<file path="src/sv/kwsd_pkg.sv">
// Shared types, constants and a helper function of the keyword substitution decoder.
package kwsd_pkg;

  localparam int unsigned Letters = 26;
  localparam int unsigned IdxW    = 5;

  localparam logic [7:0] UpperA  = 8'd65;
  localparam logic [7:0] LowerA  = 8'd97;
  localparam logic [7:0] CaseGap = 8'd32;

  typedef enum logic [1:0] {
    ACT_CLEAR  = 2'd0,
    ACT_KEY    = 2'd1,
    ACT_DECODE = 2'd2
  } kwsd_action_e;

  // Classification of one byte as a letter of either case.
  typedef struct packed {
    logic            is_letter;
    logic [IdxW-1:0] idx;
  } kwsd_letter_t;

  // Update of the key store for one processed transaction.
  typedef struct packed {
    logic            clear;
    logic            add;
    logic [IdxW-1:0] idx;
  } kwsd_upd_t;

  function automatic kwsd_letter_t letter_of(input logic [7:0] c);
    kwsd_letter_t r;
    logic [7:0]   lo;
    r  = '0;
    lo = c - CaseGap;
    if (c >= UpperA && c < UpperA + 8'(Letters)) begin
      r.is_letter = 1'b1;
      r.idx       = IdxW'(c - UpperA);
    end else if (c >= LowerA && c < LowerA + 8'(Letters)) begin
      r.is_letter = 1'b1;
      r.idx       = IdxW'(lo - UpperA);
    end
    return r;
  endfunction

endpackage

</file>
<file path="src/sv/keyword_substitution_decoder_unit.sv">
// Top level of the keyword substitution cipher decoder.
// A keyword substitution cipher decoder that takes one transaction per clock unless
// the output stalls. Each transaction carries an action and a byte: a clear action
// empties the key, a key action adds a letter (folded to upper case) to the cipher
// alphabet if it is new, and a decode action returns one plain character. Key
// letters decode to their order of first appearance in the key; letters absent
// from the key follow in alphabetical order after the key letters. Letters of
// either case come out upper case, other bytes pass through unchanged. Only decode
// actions produce an output transaction; clear, key and the unused action code
// produce none. Every input transaction is registered, then processed by a single
// pass of logic (a key table read and a masked count of unused letters) once the
// output register is free, and the result lands in the output register. The input
// register is freed whenever the output register is empty or is being taken, so
// a stall at the output is seen at the input stall in the same cycle.
module keyword_substitution_decoder_unit (
  input  logic       clk_i,
  input  logic       rst_ni,
  input  logic       in_valid_i,
  output logic       in_stall_o,
  input  logic [1:0] action_i,
  input  logic [7:0] char_in_i,
  output logic       out_valid_o,
  input  logic       out_stall_i,
  output logic [7:0] plain_char_o
);
  import kwsd_pkg::*;

  // Input register stage.
  logic       s1_valid_q, s1_valid_d;
  logic [1:0] s1_action_q;
  logic [7:0] s1_char_q;

  // Output register stage.
  logic       out_valid_q, out_valid_d;
  logic [7:0] out_char_q;

  logic        out_free;
  logic        fire;
  logic        accept;
  kwsd_upd_t   upd_raw, upd_s;
  logic [4:0]  rd_idx;
  logic [4:0]  rd_pos;
  logic [4:0]  distinct_count;
  logic [25:0] letter_used;
  logic        has_result;
  logic [7:0]  plain_char;

  // The output register can take a new result when empty or being drained.
  assign out_free   = !out_valid_q || !out_stall_i;
  // The held transaction is processed, and the key state updated, on this edge.
  assign fire       = s1_valid_q && out_free;
  assign in_stall_o = s1_valid_q && !out_free;
  assign accept     = in_valid_i && !in_stall_o;

  kwsd_decode u_decode (
    .action_i         (s1_action_q),
    .char_in_i        (s1_char_q),
    .letter_used_i    (letter_used),
    .rd_pos_i         (rd_pos),
    .distinct_count_i (distinct_count),
    .rd_idx_o         (rd_idx),
    .upd_o            (upd_raw),
    .has_result_o     (has_result),
    .plain_char_o     (plain_char)
  );

  // Key state changes only when the transaction actually leaves the input stage.
  always_comb begin
    upd_s       = upd_raw;
    upd_s.clear = upd_raw.clear && fire;
    upd_s.add   = upd_raw.add && fire;
  end

  kwsd_key_store u_key_store (
    .clk_i            (clk_i),
    .rst_ni           (rst_ni),
    .upd_i            (upd_s),
    .rd_idx_i         (rd_idx),
    .letter_used_o    (letter_used),
    .rd_pos_o         (rd_pos),
    .distinct_count_o (distinct_count)
  );

  always_comb begin
    s1_valid_d = s1_valid_q;
    if (accept) begin
      s1_valid_d = 1'b1;
    end else if (fire) begin
      s1_valid_d = 1'b0;
    end

    out_valid_d = out_valid_q;
    if (fire && has_result) begin
      out_valid_d = 1'b1;
    end else if (!out_stall_i) begin
      out_valid_d = 1'b0;
    end
  end

  always_ff @(posedge clk_i or negedge rst_ni) begin
    if (!rst_ni) begin
      s1_valid_q  <= 1'b0;
      out_valid_q <= 1'b0;
    end else begin
      s1_valid_q  <= s1_valid_d;
      out_valid_q <= out_valid_d;
    end
  end

  always_ff @(posedge clk_i) begin
    if (accept) begin
      s1_action_q <= action_i;
      s1_char_q   <= char_in_i;
    end
    if (fire && has_result) begin
      out_char_q <= plain_char;
    end
  end

  assign out_valid_o  = out_valid_q;
  assign plain_char_o = out_char_q;

endmodule

</file>
<file path="src/sv/kwsd_key_store.sv">
// Key state: used-letter vector, per-letter cipher position and distinct letter count.
module kwsd_key_store (
  input  logic                   clk_i,
  input  logic                   rst_ni,
  input  kwsd_pkg::kwsd_upd_t    upd_i,
  input  logic [4:0]             rd_idx_i,
  output logic [25:0]            letter_used_o,
  output logic [4:0]             rd_pos_o,
  output logic [4:0]             distinct_count_o
);
  import kwsd_pkg::*;

  logic [Letters-1:0] letter_used_q, letter_used_d;
  logic [IdxW-1:0]    distinct_count_q, distinct_count_d;
  logic [IdxW-1:0]    letter_position_q [Letters];

  always_comb begin
    letter_used_d    = letter_used_q;
    distinct_count_d = distinct_count_q;
    if (upd_i.clear) begin
      letter_used_d    = '0;
      distinct_count_d = '0;
    end else if (upd_i.add) begin
      letter_used_d[upd_i.idx] = 1'b1;
      distinct_count_d         = distinct_count_q + IdxW'(1);
    end
  end

  always_ff @(posedge clk_i or negedge rst_ni) begin
    if (!rst_ni) begin
      letter_used_q    <= '0;
      distinct_count_q <= '0;
    end else begin
      letter_used_q    <= letter_used_d;
      distinct_count_q <= distinct_count_d;
    end
  end

  // Positions are only read for letters whose used bit is set.
  always_ff @(posedge clk_i) begin
    if (upd_i.add && !upd_i.clear) begin
      letter_position_q[upd_i.idx] <= distinct_count_q;
    end
  end

  assign letter_used_o    = letter_used_q;
  assign distinct_count_o = distinct_count_q;
  assign rd_pos_o         = letter_position_q[rd_idx_i];

endmodule

</file>
<file path="src/sv/kwsd_decode.sv">
// Combinational work for one transaction: key update and message character decode.
module kwsd_decode (
  input  logic [1:0]           action_i,
  input  logic [7:0]           char_in_i,
  input  logic [25:0]          letter_used_i,
  input  logic [4:0]           rd_pos_i,
  input  logic [4:0]           distinct_count_i,
  output logic [4:0]           rd_idx_o,
  output kwsd_pkg::kwsd_upd_t  upd_o,
  output logic                 has_result_o,
  output logic [7:0]           plain_char_o
);
  import kwsd_pkg::*;

  kwsd_letter_t       let_s;
  logic               used_s;
  logic [Letters-1:0] below_mask;
  logic [IdxW-1:0]    unused_cnt;
  logic [IdxW-1:0]    pos_s;

  always_comb begin
    let_s      = letter_of(char_in_i);
    used_s     = letter_used_i[let_s.idx];
    below_mask = (Letters'(1) << let_s.idx) - Letters'(1);
    unused_cnt = IdxW'($countones(~letter_used_i & below_mask));
    pos_s      = used_s ? rd_pos_i : distinct_count_i + unused_cnt;

    upd_o        = '0;
    upd_o.idx    = let_s.idx;
    has_result_o = 1'b0;
    plain_char_o = char_in_i;
    unique case (action_i)
      ACT_CLEAR: upd_o.clear = 1'b1;
      ACT_KEY:   upd_o.add   = let_s.is_letter && !used_s;
      ACT_DECODE: begin
        has_result_o = 1'b1;
        if (let_s.is_letter) begin
          plain_char_o = UpperA + 8'(pos_s);
        end
      end
      default: ;
    endcase
  end

  assign rd_idx_o = let_s.idx;

endmodule

</file>
<file path="config.mk">
export PLATFORM = sky130hd
export DESIGN_NAME = keyword_substitution_decoder_unit
export DESIGN_NICKNAME = d
export VERILOG_FILES = /design/src/sv/kwsd_pkg.sv /design/src/sv/keyword_substitution_decoder_unit.sv /design/src/sv/kwsd_key_store.sv /design/src/sv/kwsd_decode.sv
export SDC_FILE = /design/constraint.sdc
export NUM_CORES = 1
export LEC_CHECK = 0
export ABC_AREA = 1
export BUFFER_PORTS_ARGS = -buffer_cell sky130_fd_sc_hd__buf_4
export CAP_MARGIN = 0
export CORE_UTILIZATION = 61
export CTS_CLUSTER_DIAMETER = 200
export DETAILED_ROUTE_END_ITERATION = 6
export GPL_TIMING_DRIVEN = 0
export PLACE_DENSITY_LB_ADDON = 0.25
export SYNTH_ARGS = -nofsm -noshare
export SYNTH_HDL_FRONTEND = slang
export SYNTH_SLANG_ARGS = --single-unit
</file>
<file path="constraint.sdc">
create_clock -name clk_i -period 8.4 [get_ports clk_i]
set_clock_uncertainty 0.05 [all_clocks]
set_input_delay 1.68 -clock clk_i [delete_from_list [all_inputs] [get_ports clk_i]]
set_output_delay 1.68 -clock clk_i [all_outputs]
set_load 0.01 [all_outputs]
</file>
* After elaboration in Yosys (flattened, before gate mapping)
Memory sizes are Yosys's and may differ from the RTL's.
Cells that the tools add are included.
** Word-level totals
- Input bits :: 14
- Memory bits (writable) :: 130
- Memories :: 1
- Bits in registers :: 51
** Operators by class
- Equality and inequality tests :: 3
- Bitwise gates (word level) :: 3
- Shift operators :: 1
- $lt $le $gt $ge :: 6
- Multiplexer cells :: 22
- Reductions and logical operators :: 21
- Add/sub/neg operators :: 32
** Memory list
- u_key_store.letter_position_q :: depth 26, width 5, rd ports 1, clocked after memory_dff 0, wr ports 1, line kwsd_key_store.sv:15 : logic [IdxW-1:0] letter_position_q [Letters];
** Operator list (number)
- $add 5x5->5 :: 13
- $mux 26 :: 2
- $add 1x1->2 :: 13
- $and 26x26->26 :: 1
- $not 26->26 :: 1
- $or 26x26->26 :: 1
- $shl 1x5->26 const A :: 1
- $sub 26x2->26 const B :: 1
- $ge 8x7->1 const B :: 2
- $lt 8x7->1 const B :: 2
- $mux 8 :: 2
- $mux 5 :: 3
- $sub 5x1->5 const B :: 3
- $mux 6 :: 2
- $logic_and 1x1->1 :: 11
- $mux 1 :: 11
- $add 7x5->8 const A :: 1
- $logic_not 1->1 :: 6
- $lt 5x6->1 const B :: 1
- $add 5x1->5 const B :: 1
- $bmux 1 s5 :: 1
- $demux 1 s5 :: 1
- $ge 5x1->1 const B :: 1
- $reduce_bool 2->1 :: 2
- other kinds (5) :: 5

* Longest topological paths before layout
Gate-level depths: netlist of run 1.
- Depth in word-level cells :: 17
- Gate-level depth with buffers :: 42

* Modules after synthesis
From an unflattened synthesis of run 1, not the netlist that was laid out.
** Second synthesis, totals
- Cell total of the unflattened synthesis :: 1007
- Area total of the unflattened synthesis :: 9579.2 µm²
** By module, submodules not included
- kwsd_key_store :: cells an instance 618, seq. area each 4679.5 µm², area an instance 6736.5 µm², times used 1
- kwsd_decode :: cells an instance 353, seq. area each 0.0 µm², area an instance 2189.6 µm², times used 1
- keyword_substitution_decoder_unit :: cells an instance 36, seq. area each 590.6 µm², area an instance 653.1 µm², times used 1

* Worst setup path after synthesis of run 1
Ideal clock, no wire load.
- Path type :: reg-to-reg
- From :: register s1_char_q[0]
- To :: register out_char_q[4] (netlist: plain_char_o[4]), data pin
- Data required time :: 8.101 ns
- Arrival time :: 7.465 ns
- Clock period less this slack :: 7.764 ns
- Stages on the path, launching flop included :: 40
- Path slack :: 0.636 ns
- Path through :: edfxtp_1 > inv_2 > buf_2 > buf_1 > ha_1 > nand3_4 > nand3_4 > inv_2 > nor2_1 > buf_2 > inv_1 > nor2_1 > inv_1 > ha_1 > nand2_1 > nor2_1 > nand2_1 > inv_2 > (+4 left out) > inv_1 > fa_1 > fa_1 > inv_1 > fa_1 > inv_1 > fa_1 > fa_1 > fa_1 > o21ai_0 > xor2_1 > xor2_1 > nand2_1 > a21boi_0 > nand2_1 > nand3_1 > nand2_1 > inv_1
** Between the ends
- Word-level cells in the longest chain between the ends :: 17
- Elaborated cells on any way between the ends :: 47
** RTL lines
- start, declared :: line keyword_substitution_decoder_unit.sv:31 : logic [7:0] s1_char_q;
- start signal, assigned :: line keyword_substitution_decoder_unit.sv:113 : s1_char_q <= char_in_i;
- $sub 5x1->5, or another cell as far along :: line kwsd_pkg.sv:34 : lo = c - CaseGap;
- $sub 5x1->5 or $logic_and 1x1->1 (tied branches) :: line kwsd_pkg.sv:40, kwsd_pkg.sv:38
- $mux 6 :: line kwsd_pkg.sv:38 : end else if (c >= LowerA && c < LowerA + 8'(Letters)) begin
- $mux 6 * :: line kwsd_pkg.sv:35 : if (c >= UpperA && c < UpperA + 8'(Letters)) begin
- $shl 1x5->26 :: line kwsd_decode.sv:24 : below_mask = (Letters'(1) << let_s.idx) - Letters'(1);
- $sub 26x2->26 :: line kwsd_decode.sv:24
- $and 26x26->26 :: line kwsd_decode.sv:25 : unused_cnt = IdxW'($countones(~letter_used_i & below_mask));
- $add 1x1->2 (not written as such) :: line kwsd_decode.sv:25
- $add 5x5->5 (not written as such) (4 in series) :: line kwsd_decode.sv:25
- $add 5x5->5 :: line kwsd_decode.sv:26 : pos_s = used_s ? rd_pos_i : distinct_count_i + unused_cnt;
- $mux 5 :: line kwsd_decode.sv:26
- $add 7x5->8 :: line kwsd_decode.sv:38 : plain_char_o = UpperA + 8'(pos_s);
- $mux 8 * :: line kwsd_decode.sv:37 : if (let_s.is_letter) begin
- $mux 8 * :: line kwsd_decode.sv:32 : unique case (action_i)
- net plain_char[4] :: line keyword_substitution_decoder_unit.sv:46 : logic [7:0] plain_char;
- end signal, assigned :: line keyword_substitution_decoder_unit.sv:116 : out_char_q <= plain_char;
- end, declared :: line keyword_substitution_decoder_unit.sv:35 : logic [7:0] out_char_q;
The timed path passes the listed nets; every way through them passes the cells marked *. The select of a mux whose other input is x is not followed.
A chain may end at the register's enable or synchronous reset.

* Worst setup path in the final report of run 1
Ends and elaborated chain as after synthesis.

==> results of run 1 <==
per-layer routing:
layer	GRT usage, %	vias up	wire length, µm
met3	6.36	62	2910
li1	-	3541	-
met2	51.3	481	12400
met5	0	-	0
met1	51.1	3673	11400
met4	14.7	0	811
area by class of cell:
cell class | instances | area [µm²]
plain buffers | 32 | 174
clock buffers | 17 | 425
clock inverters | 15 | 170
fillers | 1270 | 4750
inverters | 174 | 666
multi-input cells | 673 | 3880
flip-flops and latches | 181 | 5270
well taps | 216 | 270
repair buffers | 37 | 278
worst max-delay path by stage:
stage / cells past startpoint / slack (ns) / end / from
after floorplan: 39 / 0.64 / plain_char_o[4]$_DFFE_PP_ / s1_char_q[0]$_DFFE_PP_
after global placement: 37 / -1.50 / plain_char_o[4]$_DFFE_PP_ / s1_char_q[0]$_DFFE_PP_
after detailed placement: 39 / -1.47 / plain_char_o[4]$_DFFE_PP_ / s1_char_q[0]$_DFFE_PP_
after CTS: 38 / 0.007 / plain_char_o[4]$_DFFE_PP_ / s1_char_q[0]$_DFFE_PP_
after global routing: 39 / -0.03 / plain_char_o[4]$_DFFE_PP_ / s1_char_q[0]$_DFFE_PP_
final: 38 / 0.34 / plain_char_o[4]$_DFFE_PP_ / s1_char_q[0]$_DFFE_PP_
power by group:
| group | leakage, nW | internal, W | switching, W |
|---|---|---|---|
| clock network | 0.284 | 0.000422 | 0.000375 |
| logic | 2.95 | 0.000524 | 0.000912 |
| registers | 1.85 | 0.000978 | 0.0000145 |
repair_timing:
action / in CTS / in global routing
endpoints found under the setup margin: 5 / 3
gates cloned: 0 / 0
buffers inserted: 6 / 8
pin swaps: 4 / 9
resized for setup: 14 / 17
layout by cell type (no fill, tap or decap), drive strengths merged, types with 10 or more instances in the layout:
cell type  Yosys  final
nand2        338    338
inv          172    176
edfxtp       148    148
nor2          94     94
buf           24     58
nand4         43     43
dfrtp         33     33
clkbuf        10     28
ha            27     27
o21ai         27     27
nand3         25     25
o21a          23     23
a21oi         23     23
fa            22     22
nor3          16     16
xor2          10     10
clkinv         2     10
worst max-delay path, delay by kind of cell (launching register included):
kind,cells,cell delay (ns)
AND/OR/NAND/NOR,12,1.45
adder cells (fa/ha/maj),9,3.68
AO/OA/AOI/OAI,4,0.58
flip-flops,1,0.45
XOR/XNOR,2,0.42
buffers and inverters,11,1.15
through the flow:
| step | total power (W) | hold WS [ns] |
|---|---|---|
| 2_1_floorplan | 0.00201 | 0.414 |
| 3_3_place_gp | 0.00233 | 0.424 |
| 3_5_place_dp | 0.00239 | 0.433 |
| 4_1_cts | 0.00318 | 0.448 |
| 5_1_grt | 0.00342 | 0.472 |
| 6_report | 0.00323 | 0.446 |
cell families after synthesis:
| kind of cell | synth area share (%) |
|---|---|
| AO/OA/AOI/OAI | 5.35 |
| XOR/XNOR | 1.39 |
| adder cells (fa/ha/maj) | 7.87 |
| buffers and inverters | 8.31 |
| flip-flops | 53.3 |
| AND/OR/NAND/NOR | 23.8 |
registers in the layout, summed over array words and instances (netlist names):
| register | cells |
|---|---|
| s1_action_q | 2 |
| u_key_store.letter_position_q | 130 |
| s1_char_q | 8 |
| plain_char_o | 8 |
| u_key_store.distinct_count_o | 5 |
| s1_valid_q | 1 |
| u_key_store.letter_used_o | 26 |
| out_valid_o | 1 |
==> results.sh, run 1 <==
export IMPL_status="finished with violations"
export IMPL_violations="design-rule violations"
export IMPL_drt_total_wl_um=27500
export IMPL_cts_buffer_depth=2
export IMPL_cts_root_buf="clkbuf_16"
export IMPL_place_inst=1301
export IMPL_ys_ff_latch=181
export IMPL_synth_cell_types=41
export IMPL_finalInstanceArea_um2=11100
export IMPL_setup_violations=0
export IMPL_gr_total_overflow=0
export IMPL_rr_startpoint="s1_char_q[0]$_DFFE_PP_"
export IMPL_async_flop_share_pct=18.2
export IMPL_start_util_pct=62.3
export IMPL_crit_path_start_kind="flip-flop"
export IMPL_layout_nets=1179
export IMPL_drt_first_pass_iters=7
export IMPL_worst_slack_ns=0.339
export IMPL_powerDensity_nw_per_um2=290
export IMPL_synth_ff_type="edfxtp_1"
export IMPL_crit_fanout=19
export IMPL_fin_crit_ns=8.06
export IMPL_wl_per_cell_um=20.5
export IMPL_drcViolationCount=3
export IMPL_yosysTopAreaCellShare_pct=44.9
export IMPL_synth_top_cell_by_area="edfxtp_1"
export IMPL_clk_pin_slew_ns=0.07
export IMPL_clock_sinks=181
export IMPL_synthCells=1062
export IMPL_grt_pass1_wl_um=41000
export IMPL_synthToLayoutAreaGrowth_pct=12.6
export IMPL_ys_seq_area_share_pct=53.3
export IMPL_slowest_stage="fa_1"
export IMPL_fmax_ghz=0.124
export IMPL_min_period_over_period_pct=96.0
export IMPL_ctsHoldBuffers=0
export IMPL_r2r_end="plain_char_o[4]$_DFFE_PP_"
export IMPL_worstHoldStart="u_key_store.letter_used_o[10]$_DFFE_PN0P_"
export IMPL_placementRows=46
export IMPL_min_to="u_key_store.letter_used_o[10]$_DFFE_PN0P_"
export IMPL_worstHoldPathCells=1
export IMPL_slowest_delay_ns=0.56
export IMPL_dpl_hpwl_um=19400
export IMPL_port_buffers=23
export IMPL_instances_no_fill=1345
export IMPL_cp_end_kind="flip-flop"
export IMPL_avgSynthCellArea_um2=9.31
export IMPL_clk_latency_ns=0.44
export IMPL_insertedDiodeCount=0
export IMPL_die_x_um=129
export IMPL_first_iter_violations=1011
export IMPL_die_area_um2=16700
export IMPL_ant_nets=0
export IMPL_htreeDepth=4
export IMPL_irDropWorstVdd_v=0.000516
export IMPL_synth_edf_count=148
export IMPL_place_area_um2=10300
export IMPL_setup_tns_ns=0
export IMPL_track_usage_pct=34.8
export IMPL_power_leakage_nw=5.09
export IMPL_cap_violations=0
export IMPL_drive_gt1_share_pct=13.8
export IMPL_hold_class="flip-flop to flip-flop"
export IMPL_grt_start_max_net_pins=34
export IMPL_synthTopCellsByArea="edfxtp_1 45%, nand2_1 13%, dfrtp_1 8.3%, inv_1 5.9%, fa_1 4.5%"
export IMPL_place_ws_ns=-1.47
export IMPL_relSlewSlack_pct=3.13
export IMPL_syn_cell_area_um2=9890
export IMPL_die_h_um=129
export IMPL_vias=7757
export IMPL_worst_pin_slew_ns=1.44
export IMPL_worst_ep_arrival_time_ns=8.21
export IMPL_cpMostUsedCell="inv_1"
export IMPL_cts_made_buffers=17
export IMPL_r2r_slack_ns=0.34
export IMPL_critPathKind="flip-flop to flip-flop"
export IMPL_ios=24
export IMPL_cts_tree="yes"
export IMPL_rr_worst_depth=38
export IMPL_postLayoutCoreUtil_pct=70.1
export IMPL_antenna_found_initial=0
export IMPL_core_area_um2=15900
export IMPL_viasPerCell=5.77
export IMPL_netlist_top_cells_count="331 x nand2_1, 156 x inv_1, 148 x edfxtp_1"
export IMPL_yosysMostFrequentCell="nand2_1"
export IMPL_required_ns=8.55
export IMPL_slew_viol_final=0
export IMPL_syn_num_nets=1125
export IMPL_finalHoldViolCount=0
export IMPL_yosysWarnings=0
export IMPL_grt_pass1_vias=6902
export IMPL_routabilityCongestion=0.985
No activity file was read; power rests on OpenSTA's default activity.
==> run 2: changes to the inputs <==
--- a/config.mk
+++ b/config.mk
@@ -8,7 +8,7 @@
 export ABC_AREA = 1
 export BUFFER_PORTS_ARGS = -buffer_cell sky130_fd_sc_hd__buf_4
 export CAP_MARGIN = 0
-export CORE_UTILIZATION = 61
+export CORE_UTILIZATION = 57
 export CTS_CLUSTER_DIAMETER = 200
 export DETAILED_ROUTE_END_ITERATION = 6
 export GPL_TIMING_DRIVEN = 0
==> constraint.sdc (replaced) <==
create_clock -name clk_i -period 6.8 [get_ports clk_i]
set_clock_uncertainty 0.05 [all_clocks]
set_input_delay 1.36 -clock clk_i [delete_from_list [all_inputs] [get_ports clk_i]]
set_output_delay 1.36 -clock clk_i [all_outputs]
set_load 0.01 [all_outputs]
==> results.sh, run 2 (synthesis gave the netlist of run 1 again) <==
export IMPL_worst_slack_ns=-0.628
export IMPL_finalHoldViolCount=0
export IMPL_grt_pass1_wl_um=43700
export IMPL_synthToLayoutAreaGrowth_pct=21.3
export IMPL_antenna_found_initial=0
export IMPL_htreeDepth=4
export IMPL_grt_pass1_vias=7607
export IMPL_critPathKind="flip-flop to flip-flop"
export IMPL_drive_gt1_share_pct=23.5
export IMPL_gr_total_overflow=0
export IMPL_core_area_um2=16800
export IMPL_crit_path_start_kind="flip-flop"
export IMPL_layout_nets=1235
export IMPL_relSlewSlack_pct=8.30
export IMPL_cts_tree="yes"
export IMPL_dpl_hpwl_um=19200
export IMPL_slowest_delay_ns=0.54
export IMPL_ant_nets=0
export IMPL_routabilityCongestion=0.995
export IMPL_ctsHoldBuffers=0
export IMPL_start_util_pct=59.0
export IMPL_hold_class="flip-flop to flip-flop"
export IMPL_crit_buf_inv=14
export IMPL_cap_violations=0
export IMPL_first_iter_violations=932
export IMPL_crit_fanout=5
export IMPL_port_buffers=23
export IMPL_clock_sinks=181
export IMPL_cts_root_buf="clkbuf_16"
export IMPL_timing_hold_ws_ns=0.454
export IMPL_status="finished with violations"
export IMPL_wl_per_cell_um=21.2
export IMPL_worst_ep_arrival_time_ns=7.58
export IMPL_cts_made_buffers=17
export IMPL_use_met1_pct=46.5
export IMPL_slowest_stage="fa_2"
export IMPL_met3_usage_pct=9.32
export IMPL_die_x_um=134
export IMPL_slew_viol_final=0
export IMPL_die_h_um=134
export IMPL_rsz0062_at_grt="true"
export IMPL_setup_violations=5
export IMPL_top_register="u_key_store.letter_position_q"
export IMPL_drt_first_pass_iters=5
export IMPL_fillers=1204
export IMPL_worst_pin_slew_ns=1.36
export IMPL_fmax_ghz=0.135
export IMPL_final_common_cell="nand2_1"
export IMPL_drcViolationCount=0
export IMPL_clk_latency_ns=0.45
export IMPL_min_period_over_period_pct=109
export IMPL_ios=24
export IMPL_top_usage_layer="met2"
export IMPL_fin_crit_ns=7.43
export IMPL_violations="negative setup slack"
export IMPL_powerDensity_nw_per_um2=393
export IMPL_cp_end_kind="flip-flop"
export IMPL_viasPerCell=5.77
export IMPL_rr_worst_depth=40
export IMPL_irDropWorstVdd_v=0.000590
export IMPL_grt_start_max_net_pins=34
export IMPL_postLayoutCoreUtil_pct=71.6
export IMPL_worstHoldPathCells=1
export IMPL_track_usage_pct=34.0
export IMPL_required_ns=6.95
export IMPL_placementRows=47
export IMPL_vias=8108
export IMPL_largest_reg_flops=130
export IMPL_power_leakage_nw=5.42
export IMPL_drt_total_wl_um=29800
export IMPL_crit_cells=40
export IMPL_layout_common_cells="317 x nand2_1, 148 x edfxtp_1, 138 x inv_1, 84 x buf_4, 68 x nor2_1"
export IMPL_cts_buffer_depth=2
export IMPL_critPathTopFamily="adder cells"
export IMPL_die_area_um2=17900
export IMPL_grt_met2_usage_pct=51.7
export IMPL_insertedDiodeCount=0
export IMPL_clk_pin_slew_ns=0.07
run 2: cell types whose count changed in the layout (fill, tap and decap cells not counted), sizes merged:
cell	previous run	this run
clkinvlp	2	3
buf	58	115
clkinv	10	8
run 2: layout make-up:
class | instances | area, µm² | area share, %
Sequential cell | 181 | 5270 | 43.9
Tap cell | 220 | 275 | 2.29
Buffer | 32 | 208 | 1.73
Multi-Input combinational cell | 673 | 4180 | 34.9
Clock buffer | 18 | 439 | 3.66
Inverter | 174 | 679 | 5.66
Timing Repair Buffer | 93 | 778 | 6.49
Clock inverter | 14 | 165 | 1.38
run 2: stage by stage:
step	setup TNS (ns)	std cells	power [W]	setup slack [ns]	area [µm²]
global placement	-6.42	1305	0.00299	-1.39	10500
CTS	-1.55	1388	0.00435	-0.490	11800
detailed placement	-6.39	1305	0.00304	-1.36	10500
global route	-3.82	1405	0.00502	-0.913	12000
floorplan	-0.242	1062	0.00259	-0.158	10100
finish	-2.51	1405	0.00471	-0.628	12000
run 2: power breakdown:
| group | switching (W) | internal [W] |
|---|---|---|
| logic | 0.00137 | 0.00110 |
| clock network | 0.000475 | 0.000532 |
| registers | 0.0000189 | 0.00121 |
| total | 0.00187 | 0.00284 |
run 2: repair_timing:
| item | CTS | global route |
|---|---|---|
| setup endpoints to repair | 6 | 5 |
| pin swaps | 42 | 46 |
| hold endpoints to repair | 0 | 0 |
| resized for setup | 59 | 38 |
| setup buffers | 53 | 17 |
run 2: per-layer routing:
metal | vias up | share of wire (%)
met1 | 3854 | 39
li1 | 3654 | -
met4 | 0 | 4.0
met3 | 87 | 13
met2 | 513 | 45
met5 | - | 0
run 2: final timing paths:
| kind | slack (ns) | start | endpoint |
|---|---|---|---|
| worst max-delay path | -0.63 | s1_char_q[0]$_DFFE_PP_ | plain_char_o[4]$_DFFE_PP_ |
| worst min-delay path | 0.45 | u_key_store.letter_used_o[2]$_DFFE_PN0P_ | u_key_store.letter_used_o[2]$_DFFE_PN0P_ |
| worst max register to register | -0.63 | s1_char_q[0]$_DFFE_PP_ | plain_char_o[4]$_DFFE_PP_ |
| worst min register to register | 0.45 | u_key_store.letter_used_o[2]$_DFFE_PN0P_ | u_key_store.letter_used_o[2]$_DFFE_PN0P_ |
| max in group asynchronous | 5.55 | rst_ni | u_key_store.letter_used_o[4]$_DFFE_PN0P_ |
| min in group asynchronous | 0.81 | rst_ni | u_key_store.distinct_count_o[4]$_DFFE_PN0P_ |
run 2: worst register-to-register path, delay by kind of cell, from the launching register on:
family	cells	cell delay, ns
simple gates	12	1.11
fa+ha+maj	9	3.36
xor+xnor	2	0.41
compound gates	3	0.60
buf+inv	14	1.23
flops	1	0.43
